<file path="src/hdl/pdc_pkg.sv">
// ----------------------------------------------------------------------------
// pdc_pkg
// Shared types and constants of the PWM duty capture block.
// ----------------------------------------------------------------------------
package pdc_pkg;

  localparam int TimeW     = 16;
  localparam int PeriodW   = 32;
  localparam int DutyW     = 15;
  localparam int DividendW = 31;

  localparam logic [DutyW-1:0]   DutyFull  = 15'd32767;
  localparam logic [TimeW:0]     WrapSpan  = 17'd65535;
  localparam logic [PeriodW-1:0] JumpLimit = 32'd20;
  localparam logic [2:0]         TickLimit = 3'd4;
  localparam logic [1:0]         BadLimit  = 2'd2;
  localparam logic [1:0]         BadMax    = 2'd3;
  localparam logic [1:0]         PhaseLast = 2'd2;

  localparam logic OP_TICK    = 1'b0;
  localparam logic OP_CAPTURE = 1'b1;

  localparam logic CFG_PERIOD_UPPER = 1'b0;
  localparam logic CFG_PERIOD_LOWER = 1'b1;

  typedef enum logic [1:0] {
    LV_NORMAL   = 2'd0,
    LV_HIGH     = 2'd1,
    LV_LOW      = 2'd2,
    LV_OVERFREQ = 2'd3
  } level_t;

  typedef struct packed {
    logic                 start;
    logic [DividendW-1:0] dividend;
    logic [PeriodW-1:0]   divisor;
  } div_req_t;

  typedef struct packed {
    logic                 done;
    logic [DividendW-1:0] quotient;
  } div_rsp_t;

endpackage

</file>
<file path="src/hdl/pdc_if.sv">
// ----------------------------------------------------------------------------
// pdc_in_if / pdc_out_if
// Valid/ready channels for input words and result words.
// ----------------------------------------------------------------------------
interface pdc_in_if;
  logic        valid;
  logic        ready;
  logic        op;
  logic        pin_high;
  logic [15:0] start_time;
  logic [15:0] end_time;
  logic        wrap_pending;

  modport source (output valid, op, pin_high, start_time, end_time, wrap_pending,
                  input ready);
  modport sink (input valid, op, pin_high, start_time, end_time, wrap_pending,
                output ready);
endinterface

interface pdc_out_if;
  logic        valid;
  logic        ready;
  logic [14:0] duty;
  logic [1:0]  signal_state;
  logic        over_frequency;
  logic        duty_updated;

  modport source (output valid, duty, signal_state, over_frequency, duty_updated,
                  input ready);
  modport sink (input valid, duty, signal_state, over_frequency, duty_updated,
                output ready);
endinterface

</file>
<file path="src/hdl/pdc_div.sv">
// ----------------------------------------------------------------------------
// pdc_div
// Restoring divider that produces one quotient bit per clock cycle.
// ----------------------------------------------------------------------------
module pdc_div (
  input  logic               clk,
  input  logic               rst,
  input  pdc_pkg::div_req_t  req,
  output pdc_pkg::div_rsp_t  rsp
);

  localparam int CntW = $clog2(pdc_pkg::DividendW + 1);

  logic [pdc_pkg::PeriodW-1:0]   rem;
  logic [pdc_pkg::DividendW-1:0] quo;
  logic [pdc_pkg::PeriodW-1:0]   divisor;
  logic [CntW-1:0]               cnt;
  logic                          done;
  logic [pdc_pkg::PeriodW:0]     trial;
  logic                          fits;

  assign trial = {rem, quo[pdc_pkg::DividendW-1]};
  assign fits  = trial >= {1'b0, divisor};

  always_ff @(posedge clk) begin
    if (rst) begin
      cnt  <= '0;
      done <= 1'b0;
    end else begin
      done <= 1'b0;
      if (req.start) begin
        cnt <= CntW'(pdc_pkg::DividendW);
      end else if (cnt != '0) begin
        cnt  <= cnt - 1'b1;
        done <= (cnt == CntW'(1));
      end
    end
  end

  always_ff @(posedge clk) begin
    if (req.start) begin
      rem     <= '0;
      quo     <= req.dividend;
      divisor <= req.divisor;
    end else if (cnt != '0) begin
      if (fits) begin
        rem <= pdc_pkg::PeriodW'(trial - {1'b0, divisor});
      end else begin
        rem <= trial[pdc_pkg::PeriodW-1:0];
      end
      quo <= {quo[pdc_pkg::DividendW-2:0], fits};
    end
  end

  assign rsp.done     = done;
  assign rsp.quotient = quo;

endmodule

</file>
<file path="src/hdl/pwm_duty_capture.sv">
// ----------------------------------------------------------------------------
// pwm_duty_capture
// Duty-cycle measurement of a PWM command input with stuck-pin detection.
// ----------------------------------------------------------------------------
// One word is taken at a time and each word returns one result word. A tick
// word passes through the tick and done states; a capture word passes through
// the capture states and the done state. Every third good capture recomputes
// the duty in the serial divider, which retires one quotient bit per cycle
// over a 31-bit dividend. When the averaged period is zero the divider is
// skipped. A stalled result word holds the block until it is taken. The
// input is ready again as soon as the result sits in the output register.
module pwm_duty_capture (
  input  logic         clk,
  input  logic         rst,
  input  logic         cfg_we,
  input  logic         cfg_index,
  input  logic [31:0]  cfg_data,
  pdc_in_if.sink       cap_in,
  pdc_out_if.source    res_out
);

  typedef enum logic [8:0] {
    S_IDLE = 9'b000000001,
    S_TICK = 9'b000000010,
    S_CAP1 = 9'b000000100,
    S_CAP2 = 9'b000001000,
    S_CAP3 = 9'b000010000,
    S_CAP4 = 9'b000100000,
    S_CAP5 = 9'b001000000,
    S_DIV  = 9'b010000000,
    S_DONE = 9'b100000000
  } state_t;

  state_t state;

  logic [31:0] period_upper;
  logic [31:0] period_lower;

  logic        pin_r;
  logic        wrap_r;
  logic [15:0] start_r;
  logic [15:0] end_r;

  logic [15:0]      prev_end_time;
  logic [31:0]      prev_period;
  logic [15:0]      prev_pulse;
  logic [15:0]      overflow_ticks;
  logic [2:0]       high_ticks;
  logic [2:0]       low_ticks;
  logic             border_pending;
  logic [1:0]       capture_phase;
  logic [1:0]       bad_period_count;
  pdc_pkg::level_t  level_state;
  logic             over_freq_flag;
  logic [14:0]      duty_value;
  logic             updated;

  logic [31:0] period_r;
  logic [15:0] pulse_r;
  logic [15:0] ovf_r;

  logic                    out_valid;
  logic [14:0]             out_duty;
  logic [1:0]              out_state;
  logic                    out_of;
  logic                    out_upd;

  pdc_pkg::div_req_t div_req;
  pdc_pkg::div_rsp_t div_rsp;

  logic        clear;
  logic [15:0] ovf0;
  logic [15:0] ovf1;
  logic [15:0] ovf2;
  logic [15:0] pe;
  logic [16:0] pulse_wide;
  logic        bad;
  logic [1:0]  bad_next;
  logic [31:0] diff;
  logic [32:0] period_sum;
  logic [16:0] pulse_sum;
  logic        out_free;

  assign cap_in.ready = (state == S_IDLE) && !rst;
  assign out_free     = !out_valid || res_out.ready;

  always_comb begin
    clear = level_state inside {pdc_pkg::LV_HIGH, pdc_pkg::LV_LOW};
    ovf0  = clear ? 16'd0 : overflow_ticks;
    ovf1  = ovf0 + {15'd0, border_pending};
    ovf2  = (wrap_r && end_r[15]) ? ovf1 - 16'd1 : ovf1;
    pe    = clear ? 16'd0 : prev_end_time;
    if (end_r > start_r) begin
      pulse_wide = {1'b0, end_r} - {1'b0, start_r};
    end else begin
      pulse_wide = {1'b0, end_r} + pdc_pkg::WrapSpan - {1'b0, start_r};
    end
    bad      = (period_r > period_upper) || (period_r < period_lower);
    bad_next = (bad_period_count < pdc_pkg::BadMax) ? bad_period_count + 2'd1
                                                    : bad_period_count;
    diff = (period_r >= prev_period) ? period_r - prev_period : prev_period - period_r;
    period_sum = {1'b0, period_r} + {1'b0, prev_period};
    pulse_sum  = {1'b0, pulse_r} + {1'b0, prev_pulse};
  end

  always_comb begin
    div_req.start    = (state == S_CAP5) && (period_r != '0);
    div_req.dividend = {pulse_r, 15'd0} - {15'd0, pulse_r};
    div_req.divisor  = period_r;
  end

  pdc_div u_div (
    .clk (clk),
    .rst (rst),
    .req (div_req),
    .rsp (div_rsp)
  );

  always_ff @(posedge clk) begin
    if (rst) begin
      period_upper <= 32'hFFFF_FFFF;
      period_lower <= '0;
    end else if (cfg_we) begin
      case (cfg_index)
        pdc_pkg::CFG_PERIOD_UPPER: period_upper <= cfg_data;
        pdc_pkg::CFG_PERIOD_LOWER: period_lower <= cfg_data;
        default: ;
      endcase
    end
  end

  always_ff @(posedge clk) begin
    if (cap_in.valid && cap_in.ready) begin
      pin_r   <= cap_in.pin_high;
      wrap_r  <= cap_in.wrap_pending;
      start_r <= cap_in.start_time;
      end_r   <= cap_in.end_time;
    end
  end

  always_ff @(posedge clk) begin
    if (rst) begin
      state            <= S_IDLE;
      prev_end_time    <= '0;
      prev_period      <= '0;
      prev_pulse       <= '0;
      overflow_ticks   <= '0;
      high_ticks       <= '0;
      low_ticks        <= '0;
      border_pending   <= 1'b0;
      capture_phase    <= '0;
      bad_period_count <= '0;
      level_state      <= pdc_pkg::LV_NORMAL;
      over_freq_flag   <= 1'b0;
      duty_value       <= '0;
      updated          <= 1'b0;
      out_valid        <= 1'b0;
    end else begin
      if (out_valid && res_out.ready) begin
        out_valid <= 1'b0;
      end
      case (state)
        S_IDLE: begin
          updated <= 1'b0;
          if (cap_in.valid) begin
            state <= (cap_in.op == pdc_pkg::OP_TICK) ? S_TICK : S_CAP1;
          end
        end
        S_TICK: begin
          overflow_ticks <= overflow_ticks + 16'd1;
          if (pin_r) begin
            low_ticks <= '0;
            if (high_ticks >= pdc_pkg::TickLimit) begin
              duty_value     <= pdc_pkg::DutyFull;
              over_freq_flag <= 1'b0;
              level_state    <= pdc_pkg::LV_HIGH;
              high_ticks     <= '0;
              overflow_ticks <= '0;
              updated        <= 1'b1;
            end else begin
              high_ticks <= high_ticks + 3'd1;
            end
          end else begin
            high_ticks <= '0;
            if (low_ticks >= pdc_pkg::TickLimit) begin
              duty_value     <= '0;
              over_freq_flag <= 1'b0;
              level_state    <= pdc_pkg::LV_LOW;
              low_ticks      <= '0;
              overflow_ticks <= '0;
              updated        <= 1'b1;
            end else begin
              low_ticks <= low_ticks + 3'd1;
            end
          end
          state <= S_DONE;
        end
        S_CAP1: begin
          if (clear) begin
            level_state <= pdc_pkg::LV_NORMAL;
            prev_period <= '0;
            prev_pulse  <= '0;
          end
          overflow_ticks <= '0;
          low_ticks      <= '0;
          high_ticks     <= '0;
          border_pending <= wrap_r && end_r[15];
          ovf_r          <= ovf2;
          pulse_r        <= pulse_wide[15:0];
          period_r       <= {16'd0, end_r} - {16'd0, pe};
          state          <= S_CAP2;
        end
        S_CAP2: begin
          period_r <= period_r + {ovf_r, 16'd0} - {16'd0, ovf_r};
          state    <= S_CAP3;
        end
        S_CAP3: begin
          prev_end_time <= end_r;
          state         <= S_DONE;
          if (bad) begin
            bad_period_count <= bad_next;
            if (bad_next >= pdc_pkg::BadLimit) begin
              over_freq_flag <= 1'b1;
              capture_phase  <= '0;
              level_state    <= pdc_pkg::LV_OVERFREQ;
            end
            prev_period <= period_r;
            prev_pulse  <= pulse_r;
          end else begin
            bad_period_count <= '0;
            level_state      <= pdc_pkg::LV_NORMAL;
            over_freq_flag   <= 1'b0;
            if (capture_phase < pdc_pkg::PhaseLast) begin
              capture_phase <= capture_phase + 2'd1;
              prev_period   <= period_r;
              prev_pulse    <= pulse_r;
            end else begin
              capture_phase <= '0;
              if (diff > pdc_pkg::JumpLimit) begin
                period_r <= prev_period;
              end
              state <= S_CAP4;
            end
          end
        end
        S_CAP4: begin
          period_r    <= period_sum[32:1];
          pulse_r     <= pulse_sum[16:1];
          prev_period <= period_sum[32:1];
          prev_pulse  <= pulse_sum[16:1];
          state       <= S_CAP5;
        end
        S_CAP5: begin
          updated <= 1'b1;
          if (period_r == '0) begin
            duty_value <= '0;
            state      <= S_DONE;
          end else begin
            state <= S_DIV;
          end
        end
        S_DIV: begin
          if (div_rsp.done) begin
            if (div_rsp.quotient > {16'd0, pdc_pkg::DutyFull}) begin
              duty_value <= pdc_pkg::DutyFull;
            end else begin
              duty_value <= div_rsp.quotient[14:0];
            end
            state <= S_DONE;
          end
        end
        S_DONE: begin
          if (out_free) begin
            out_valid <= 1'b1;
            state     <= S_IDLE;
          end
        end
        default: state <= S_IDLE;
      endcase
    end
  end

  always_ff @(posedge clk) begin
    if (state == S_DONE && out_free) begin
      out_duty  <= duty_value;
      out_state <= level_state;
      out_of    <= over_freq_flag;
      out_upd   <= updated;
    end
  end

  assign res_out.valid          = out_valid;
  assign res_out.duty           = out_duty;
  assign res_out.signal_state   = out_state;
  assign res_out.over_frequency = out_of;
  assign res_out.duty_updated   = out_upd;

endmodule

</file>
<file path="src/flat_wrapper.sv">
// flat-port wrapper written by rule: the top's interface ports become plain ports
module pwm_duty_capture_flat 
  (clk, rst, cfg_we, cfg_index, cfg_data, cap_in_valid, cap_in_op, cap_in_pin_high, cap_in_start_time, cap_in_end_time, cap_in_wrap_pending, cap_in_ready, res_out_valid, res_out_duty, res_out_signal_state, res_out_over_frequency, res_out_duty_updated, res_out_ready);
  pdc_in_if cap_in_i ();
  pdc_out_if res_out_i ();
  input  logic clk;
  input  logic rst;
  input  logic cfg_we;
  input  logic cfg_index;
  input  logic [31:0] cfg_data;
  input wire logic [$bits(cap_in_i.valid)-1:0] cap_in_valid;
  input wire logic [$bits(cap_in_i.op)-1:0] cap_in_op;
  input wire logic [$bits(cap_in_i.pin_high)-1:0] cap_in_pin_high;
  input wire logic [$bits(cap_in_i.start_time)-1:0] cap_in_start_time;
  input wire logic [$bits(cap_in_i.end_time)-1:0] cap_in_end_time;
  input wire logic [$bits(cap_in_i.wrap_pending)-1:0] cap_in_wrap_pending;
  output wire logic [$bits(cap_in_i.ready)-1:0] cap_in_ready;
  output wire logic [$bits(res_out_i.valid)-1:0] res_out_valid;
  output wire logic [$bits(res_out_i.duty)-1:0] res_out_duty;
  output wire logic [$bits(res_out_i.signal_state)-1:0] res_out_signal_state;
  output wire logic [$bits(res_out_i.over_frequency)-1:0] res_out_over_frequency;
  output wire logic [$bits(res_out_i.duty_updated)-1:0] res_out_duty_updated;
  input wire logic [$bits(res_out_i.ready)-1:0] res_out_ready;
  assign cap_in_i.valid = cap_in_valid;
  assign cap_in_i.op = cap_in_op;
  assign cap_in_i.pin_high = cap_in_pin_high;
  assign cap_in_i.start_time = cap_in_start_time;
  assign cap_in_i.end_time = cap_in_end_time;
  assign cap_in_i.wrap_pending = cap_in_wrap_pending;
  assign cap_in_ready = cap_in_i.ready;
  assign res_out_valid = res_out_i.valid;
  assign res_out_duty = res_out_i.duty;
  assign res_out_signal_state = res_out_i.signal_state;
  assign res_out_over_frequency = res_out_i.over_frequency;
  assign res_out_duty_updated = res_out_i.duty_updated;
  assign res_out_i.ready = res_out_ready;
  pwm_duty_capture u_core (.clk(clk), .rst(rst), .cfg_we(cfg_we), .cfg_index(cfg_index), .cfg_data(cfg_data), .cap_in(cap_in_i), .res_out(res_out_i));
endmodule
</file>
<file path="config.mk">
export PLATFORM = sky130hd
export DESIGN_NAME = pwm_duty_capture_flat
export DESIGN_NICKNAME = d
export VERILOG_FILES = /design/src/hdl/pdc_pkg.sv /design/src/hdl/pdc_if.sv /design/src/hdl/pdc_div.sv /design/src/hdl/pwm_duty_capture.sv /design/src/flat_wrapper.sv
export SDC_FILE = /design/constraint.sdc
export NUM_CORES = 1
export LEC_CHECK = 0
export BUFFER_PORTS_ARGS = -buffer_cell sky130_fd_sc_hd__clkbuf_2
export CAP_MARGIN = 10
export CORE_MARGIN = 2
export CORE_UTILIZATION = 55
export DETAILED_ROUTE_END_ITERATION = 6
export PLACE_DENSITY = 0.76
export SLEW_MARGIN = 15
export SYNTH_ARGS = -nofsm -noshare
export SYNTH_HDL_FRONTEND = slang
export SYNTH_SLANG_ARGS = --single-unit
</file>
<file path="constraint.sdc">
create_clock -name clk -period 6.1 [get_ports clk]
set_clock_uncertainty 0.1 [all_clocks]
set_input_delay 1.22 -clock clk [delete_from_list [all_inputs] [get_ports clk]]
set_output_delay 1.22 -clock clk [all_outputs]
set_load 0.05 [all_outputs]
</file>
==> impl_metrics.json, run 1 <==
{
  "syn_area_per_cell_sq_um": 8.36,
  "seqPwrFrac_pct": 38.2,
  "yosys.area_share.adder_pct": 14.0,
  "synth_fp_nets": 3884,
  "place_ws_ps": 446,
  "routed_wirelength_um": 86500,
  "p_int_mw": 6.01,
  "final_cell_area_sq_um": 32100,
  "io_pins": 94,
  "drc": 0,
  "crit_top_cell": "buf_4",
  "critical-path-slowest-cell": "or4_1",
  "hold_viol": 0,
  "grt_pass1_vias": 24400,
  "grt_setup_unrepaired": "no",
  "cts_root_buf": "clkbuf_16",
  "powerDensity_nw_per_um2": 281,
  "syn_area_sq_um": 29200,
  "critPathMaxFanout": 32,
  "switching_share_pct": 33.3,
  "vias": 26200,
  "grt_pass1_wl_um": 134000,
  "io_buffer_count": 93,
  "netSwitchingPower_mw": 3.00,
  "power_leakage_nw": 13.3,
  "rows": 84,
  "drv_cap": 0,
  "slew_headroom_pct": 30.3,
  "cp.required_ps": 6280,
  "clk_latency_ps": 600,
  "grt_max_degree": 75,
  "antenna_found_initial": 0,
  "path_cells": "inv_1 > ha_1 > fa_1 > nor2b_1 > o31ai_1 > a21oi_2 > a221oi_4 > a31oi_2 > o22ai_2 > buf_4 > nor2_1 > a31oi_1 > a2111oi_0 > o2111ai_1 > or4_1 > nor4_1 > a31oi_4 > buf_4",
  "seq_area_frac_synth_pct": 33.8,
  "coreArea_sq_um": 52600,
  "power_frac_clock_pct": 33.1,
  "synth_mux_area_share_pct": 1.05,
  "fin_crit_sh_pct": 94.7,
  "synth_xor_area_share_pct": 6.00,
  "comb_power_share_pct": 28.7,
  "dpl.hpwl_um": 63200,
  "async_flop_share_pct": 0,
  "setup_tns_ps": 0,
  "startpoint_type": "register",
  "gp_congestion": 0.991,
  "post_cts_buffers": 0,
  "dieArea_sq_um": 54900,
  "drive_gt1_share_pct": 8.06,
  "syn_inst": 3490,
  "worstHoldPathCells": 0,
  "ant_nets": 0,
  "synth-compound-area-share_pct": 22.0,
  "peakVddDrop_mv": 0.257,
  "layout.nets": 3930,
  "synthDistinctLibCells": 87,
  "maxSlewViolCount": 0,
  "syn_to_final_growth_pct": 9.97,
  "ys_ff_latch": 402,
  "cts.sinks": 402,
  "synth_top_family_by_area": "compound AO/OA/AOI/OAI gates",
  "htree_levels": 2,
  "crit_arrival_ps": 5960,
  "utilization_pct": 61.1,
  "die_x_um": 234,
  "cts_buffers": 47,
  "grt_use_total_pct": 31.0,
  "fmax_ghz": 0.173,
  "cts_tree": "built",
  "synth_ff_type": "dfxtp_1",
  "worstSetupPathType": "reg2reg",
  "power.total_mw": 9.01,
  "via_per_inst": 6.14,
  "gr-total-overflow": 0,
  "postCtsHoldBufs": 0,
  "dpl_cell_area_sq_um": 30500,
  "clk_pin_slew_ps": 60,
  "worst_pin_slew_ps": 1050,
  "setup_ws_ps": 321,
  "yosysWarnings": 0,
  "min_path_type": "reg2reg",
  "setup_viol": 0,
  "die_y_um": 234,
  "initial_utilization_pct": 55.5,
  "first_pass_iters": 6,
  "crit_path_max_incr_delay_ps": 580,
  "status": "finished, final reports clean",
  "cts.path.max_buffers": 3,
  "nFillCells": 4700,
  "reg2reg_depth": 18,
  "first_iter_violations": 2349,
  "cts_resized": 0,
  "synth_edf_count": 180,
  "wl_per_cell_um": 20.3,
  "endpoint_kind": "register",
  "synthSimpleGateAreaFrac_pct": 16.9,
  "period_minus_slack_ps": 5780
}
[per-layer routing]
metal  share of wire (%)  vias to the layer above  global-route usage, %  routed length, um
li1                    -                    12600                      -                  -
met1                  42                    12300                   40.3              36200
met2                  45                     1018                   49.4              38800
met3                 7.6                      273                   5.47               6580
met4                 5.6                        0                   16.2               4870
met5                   0                        -                      0                  0
[registers in the layout, summed over array words and instances (netlist names), 3 cells and up]
register               count
u_core.u_div.divisor      32
u_core.low_ticks           3
u_core.start_r            16
u_core.ovf_r              16
u_core.end_r              16
u_core.prev_period        32
u_core.u_div.rem          32
u_core.period_r           32
u_core.u_div.quo          31
u_core.prev_end_time      16
u_core.overflow_ticks     16
u_core.period_lower       32
u_core.duty_value         15
u_core.u_div.cnt           5
u_core.pulse_r            16
u_core.prev_pulse         16
u_core.high_ticks          3
u_core.period_upper       32
u_core.state               9
u_core.res_out.duty       15
[cell usage after synthesis, types with 25 or more instances]
master	count	area share, %
mux2i_1	25	0.86
nand2b_1	32	0.69
nor3_1	85	1.5
nand2_1	360	4.6
dfxtp_1	222	15
edfxtp_1	180	19
nand3_1	54	0.93
a211oi_1	69	1.8
nand4_1	52	1.1
o21ai_0	213	3.7
nor2_1	285	3.7
a21o_1	70	1.8
xnor2_1	128	3.8
a21oi_1	323	5.5
o211ai_1	56	1.4
inv_1	309	4.0
clkbuf_1	132	1.7
nor4_1	28	0.60
ha_1	312	13
nor2b_1	41	0.88
xor2_1	72	2.2
o21bai_1	33	0.85
[through the flow]
step                std cells  hold WS (ps)
finish                   4264           325
global route             4263           333
CTS                      4263           325
detailed placement       4175           310
global placement         4175           308
floorplan                3490           302
[worst max-delay path, delay by kind of cell, from the launching register on]
kind	cells	cell delay, ps
buffers and inverters	3	780
AOI/OAI and AO/OA	9	1980
DFF	1	500
adders and majority gates	2	680
and+or+nand+nor	4	1400
[final timing paths]
kind | to | slack (ps) | from
setup / recovery | u_core.period_r[9] | 320 | u_core.period_r[0]
hold / removal | u_core.res_out.duty[5] | 330 | u_core.duty_value[5]
hold reg to reg | u_core.res_out.duty[5] | 330 | u_core.duty_value[5]
setup reg to reg | u_core.period_r[9] | 320 | u_core.period_r[0]
[power groups by stage]
stage               clock network (mW)  registers [mW]  logic (mW)
floorplan                            0            3.42        2.01
global placement                     0            3.48        2.51
detailed placement                   0            3.49        2.55
CTS                               3.01            3.44        2.57
global route                      3.10            3.48        2.92
finish                            2.98            3.44        2.59
[layout make-up]
type / count / area, sq um / area share (%)
multi-input combinational: 2610 / 17600 / 54.8
sequential: 402 / 9850 / 30.7
clock buffer: 69 / 1410 / 4.41
inverter: 313 / 1170 / 3.66
timing repair buffer: 162 / 986 / 3.07
tap: 688 / 861 / 2.68
clock inverter: 19 / 205 / 0.640
antenna: 1 / 2.50 / 0.00780
[cell families (layout without fill, tap and decap cells)]
family / count (synthesis) / after routing
multiplexers: 30 / 30
buffers and inverters: 478 / 563
other: 0 / 1
AND/OR/NAND/NOR: 1054 / 1054
adder cells (fa/ha/maj): 321 / 321
XOR/XNOR: 200 / 200
AO/OA/AOI/OAI: 1005 / 1005
flip-flops: 402 / 402
[cell usage in the layout (no fill, tap or decap), types with 18 or more instances in the layout]
cell type and n:
xnor2_1 127, and2_1 18, clkbuf_16 51, nor3_1 84, mux2i_1 25, dfxtp_1 222, buf_4 70, a22oi_1 21
and3_1 18, a31oi_1 23, nor4_1 27, clkbuf_2 92, o211ai_1 56, ha_1 312, xor2_1 72, nand4_1 52
a21oi_1 323, edfxtp_1 180, o21bai_1 33, inv_1 309, nor2b_1 39, nand3_1 54, or3_1 18, nand2_1 359
o21a_1 23, a21o_1 70, nand2b_1 32, a211oi_1 69, a221oi_1 22, o21ai_0 213, a311oi_1 20, nor2_1 284
No activity file was read; power rests on OpenSTA's default activity.
==> run 2, diff against run 1 <==
- ABC_CLOCK_PERIOD_IN_PS: not set -> 6800
- clock period: 6.1 -> 6.8 ns (I/O delays scaled with it)
==> impl_metrics.json, run 2 (synthesized netlist as in run 1, its figures left out) <==
{
  "status": "finished, final reports clean",
  "die_y_um": 234,
  "coreArea_sq_um": 52600,
  "cp.required_ps": 7020,
  "grt_max_degree": 70,
  "dieArea_sq_um": 54900,
  "fmax_ghz": 0.163,
  "first_iter_violations": 2406,
  "gr-total-overflow": 0,
  "worstSetupPathType": "reg2reg",
  "use_met3_pct": 5.47,
  "mostFrequentLayoutCell": "nand2_1",
  "htree_levels": 2,
  "worstHoldPathCells": 0,
  "drv_cap": 0,
  "cts.sinks": 402,
  "setup_viol": 0,
  "grt-busiest-layer": "met2",
  "setup_tns_ps": 0,
  "r2r_slack_ps": 670,
  "comb_power_share_pct": 29.3,
  "use_met1_pct": 43.1,
  "p_int_mw": 5.28,
  "seqPwrFrac_pct": 38.7,
  "first_pass_iters": 6,
  "period_minus_slack_ps": 6130,
  "netSwitchingPower_mw": 2.69,
  "crit_arrival_ps": 6360,
  "ant_nets": 0,
  "endpoint_kind": "register",
  "initial_utilization_pct": 55.5,
  "cts_root_buf": "clkbuf_16",
  "power_leakage_nw": 13.2,
  "crit_path_max_incr_delay_ps": 580,
  "vias": 26200,
  "wl_per_cell_um": 21.1,
  "hp-start": "u_core.duty_value[12]",
  "gp_congestion": 1.02,
  "clk_latency_ps": 610,
  "io_buffer_count": 93,
  "routed_wirelength_um": 89600,
  "slew_headroom_pct": 23.1,
  "powerDensity_nw_per_um2": 250,
  "grt_pass1_vias": 24600,
  "antenna_cells": 0,
  "use_met2_pct": 50.9,
  "hold-path-endpoint": "u_core.res_out.duty[12]",
  "r2r-end": "u_core.period_r[3]",
  "postCtsHoldBufs": 0,
  "dpl.hpwl_um": 65800,
  "power_frac_clock_pct": 32.0,
  "peakVddDrop_mv": 0.222,
  "nFillCells": 4661,
  "cts_resized": 0,
  "maxSlewViolCount": 0,
  "drive_gt1_share_pct": 7.45,
  "cts_tree": "built",
  "antenna_found_initial": 2,
  "syn_to_final_growth_pct": 9.31,
  "layout.nets": 3914,
  "path_cells": "buf_4 > inv_1 > ha_1 > a2111oi_2 > a21oi_2 > a221oi_4 > a31oi_2 > o22ai_2 > buf_4 > nand2_1 > o21ai_0 > xor2_1 > o2111ai_1 > or4_1 > nor4_1 > a31oi_4 > buf_4",
  "drc": 0,
  "rows": 84,
  "via_per_inst": 6.16,
  "r2r-start": "u_core.period_r[5]",
  "worst_pin_slew_ps": 1150,
  "grt_use_total_pct": 32.3,
  "hold_viol": 0,
  "place_ws_ps": 840,
  "post_cts_buffers": 0,
  "critical-path-slowest-cell": "or4_1",
  "crit_top_cell": "buf_4",
  "die_x_um": 234,
  "cts_buffers": 47,
  "clk_pin_slew_ps": 60,
  "min_path_type": "reg2reg",
  "layout_common_cells": "359 x nand2_1, 323 x a21oi_1, 312 x ha_1, 309 x inv_1, 284 x nor2_1",
  "startpoint_type": "register",
  "fin_crit_sh_pct": 90.2,
  "switching_share_pct": 33.7,
  "critPathMaxFanout": 20,
  "cts.path.max_buffers": 3,
  "reg2reg_depth": 17,
  "setup_ws_ps": 666,
  "grt_pass1_wl_um": 138000,
  "io_pins": 94,
  "grt_setup_unrepaired": "no"
}
==> run 2: cell types whose count changed in the layout (fill, tap and decap cells not counted) <==
cell,before,now
inv_6,2,1
clkinv_1,4,10
clkbuf_1,11,10
clkinv_4,1,2
clkinv_2,7,5
bufinv_16,3,1
clkinvlp_4,4,0
clkinv_16,0,1
diode_2,1,0
inv_4,0,1
clkbuf_16,51,50
buf_4,70,54
==> run 2: critical path: cells and delay by family, from the launching register on <==
family,cells,cell delay (ps)
adder cells (fa/ha/maj),1,510
AO/OA/AOI/OAI,8,2460
XOR/XNOR,1,310
AND/OR/NAND/NOR,3,1150
flip-flops,1,320
buffers and inverters,4,970
==> run 2: final cells by class <==
cell class	count	area [sq um]	share of cell area, %
Inverter	313	1170	3.68
Tap cell	688	861	2.70
Timing Repair Buffer	146	866	2.71
Multi-Input combinational cell	2610	17600	55.2
Clock buffer	67	1390	4.34
Sequential cell	402	9850	30.9
Clock inverter	19	164	0.514
==> run 2: worst max-delay path by stage <==
stage	start	to	slack (ps)	cells past startpoint
2_1_floorplan	u_core.period_r[2]	u_core.period_r[0]	1190	17
6_report	u_core.period_r[5]	u_core.period_r[3]	670	17
3_3_place_gp	u_core.period_r[6]	u_core.period_r[10]	980	17
5_1_grt	u_core.period_r[1]	u_core.period_r[9]	300	17
3_5_place_dp	u_core.period_r[1]	u_core.period_r[10]	840	17
4_1_cts	u_core.period_r[1]	u_core.period_r[9]	820	17
==> run 2: power groups by stage <==
stage,Clock (mW),Sequential [mW],Combinational [mW]
finish,2.55,3.09,2.33
CTS,2.57,3.08,2.31
global placement,0,3.12,2.25
detailed placement,0,3.13,2.29
global route,2.67,3.12,2.62
floorplan,0,3.07,1.80
==> run 2: through the flow <==
stage | total power, mW | hold slack (ps) | area [sq um] | util, % | instances
after global placement | 5.37 | 306 | 30300 | 57.7 | 4159
after detailed placement | 5.42 | 311 | 30300 | 57.7 | 4159
after global routing | 8.41 | 333 | 31900 | 60.7 | 4245
final | 7.97 | 325 | 31900 | 60.7 | 4245
after floorplan | 4.87 | 302 | 29200 | - | 3490
after CTS | 7.96 | 327 | 31900 | 60.7 | 4245
==> run 2: layer usage <==
layer	wire length, um	up-vias	part of all wire [%]
met5	30	-	0.033
met4	4930	4	5.5
met3	6760	258	7.5
met2	39400	1018	44
met1	38500	12300	43
li1	-	12500	-
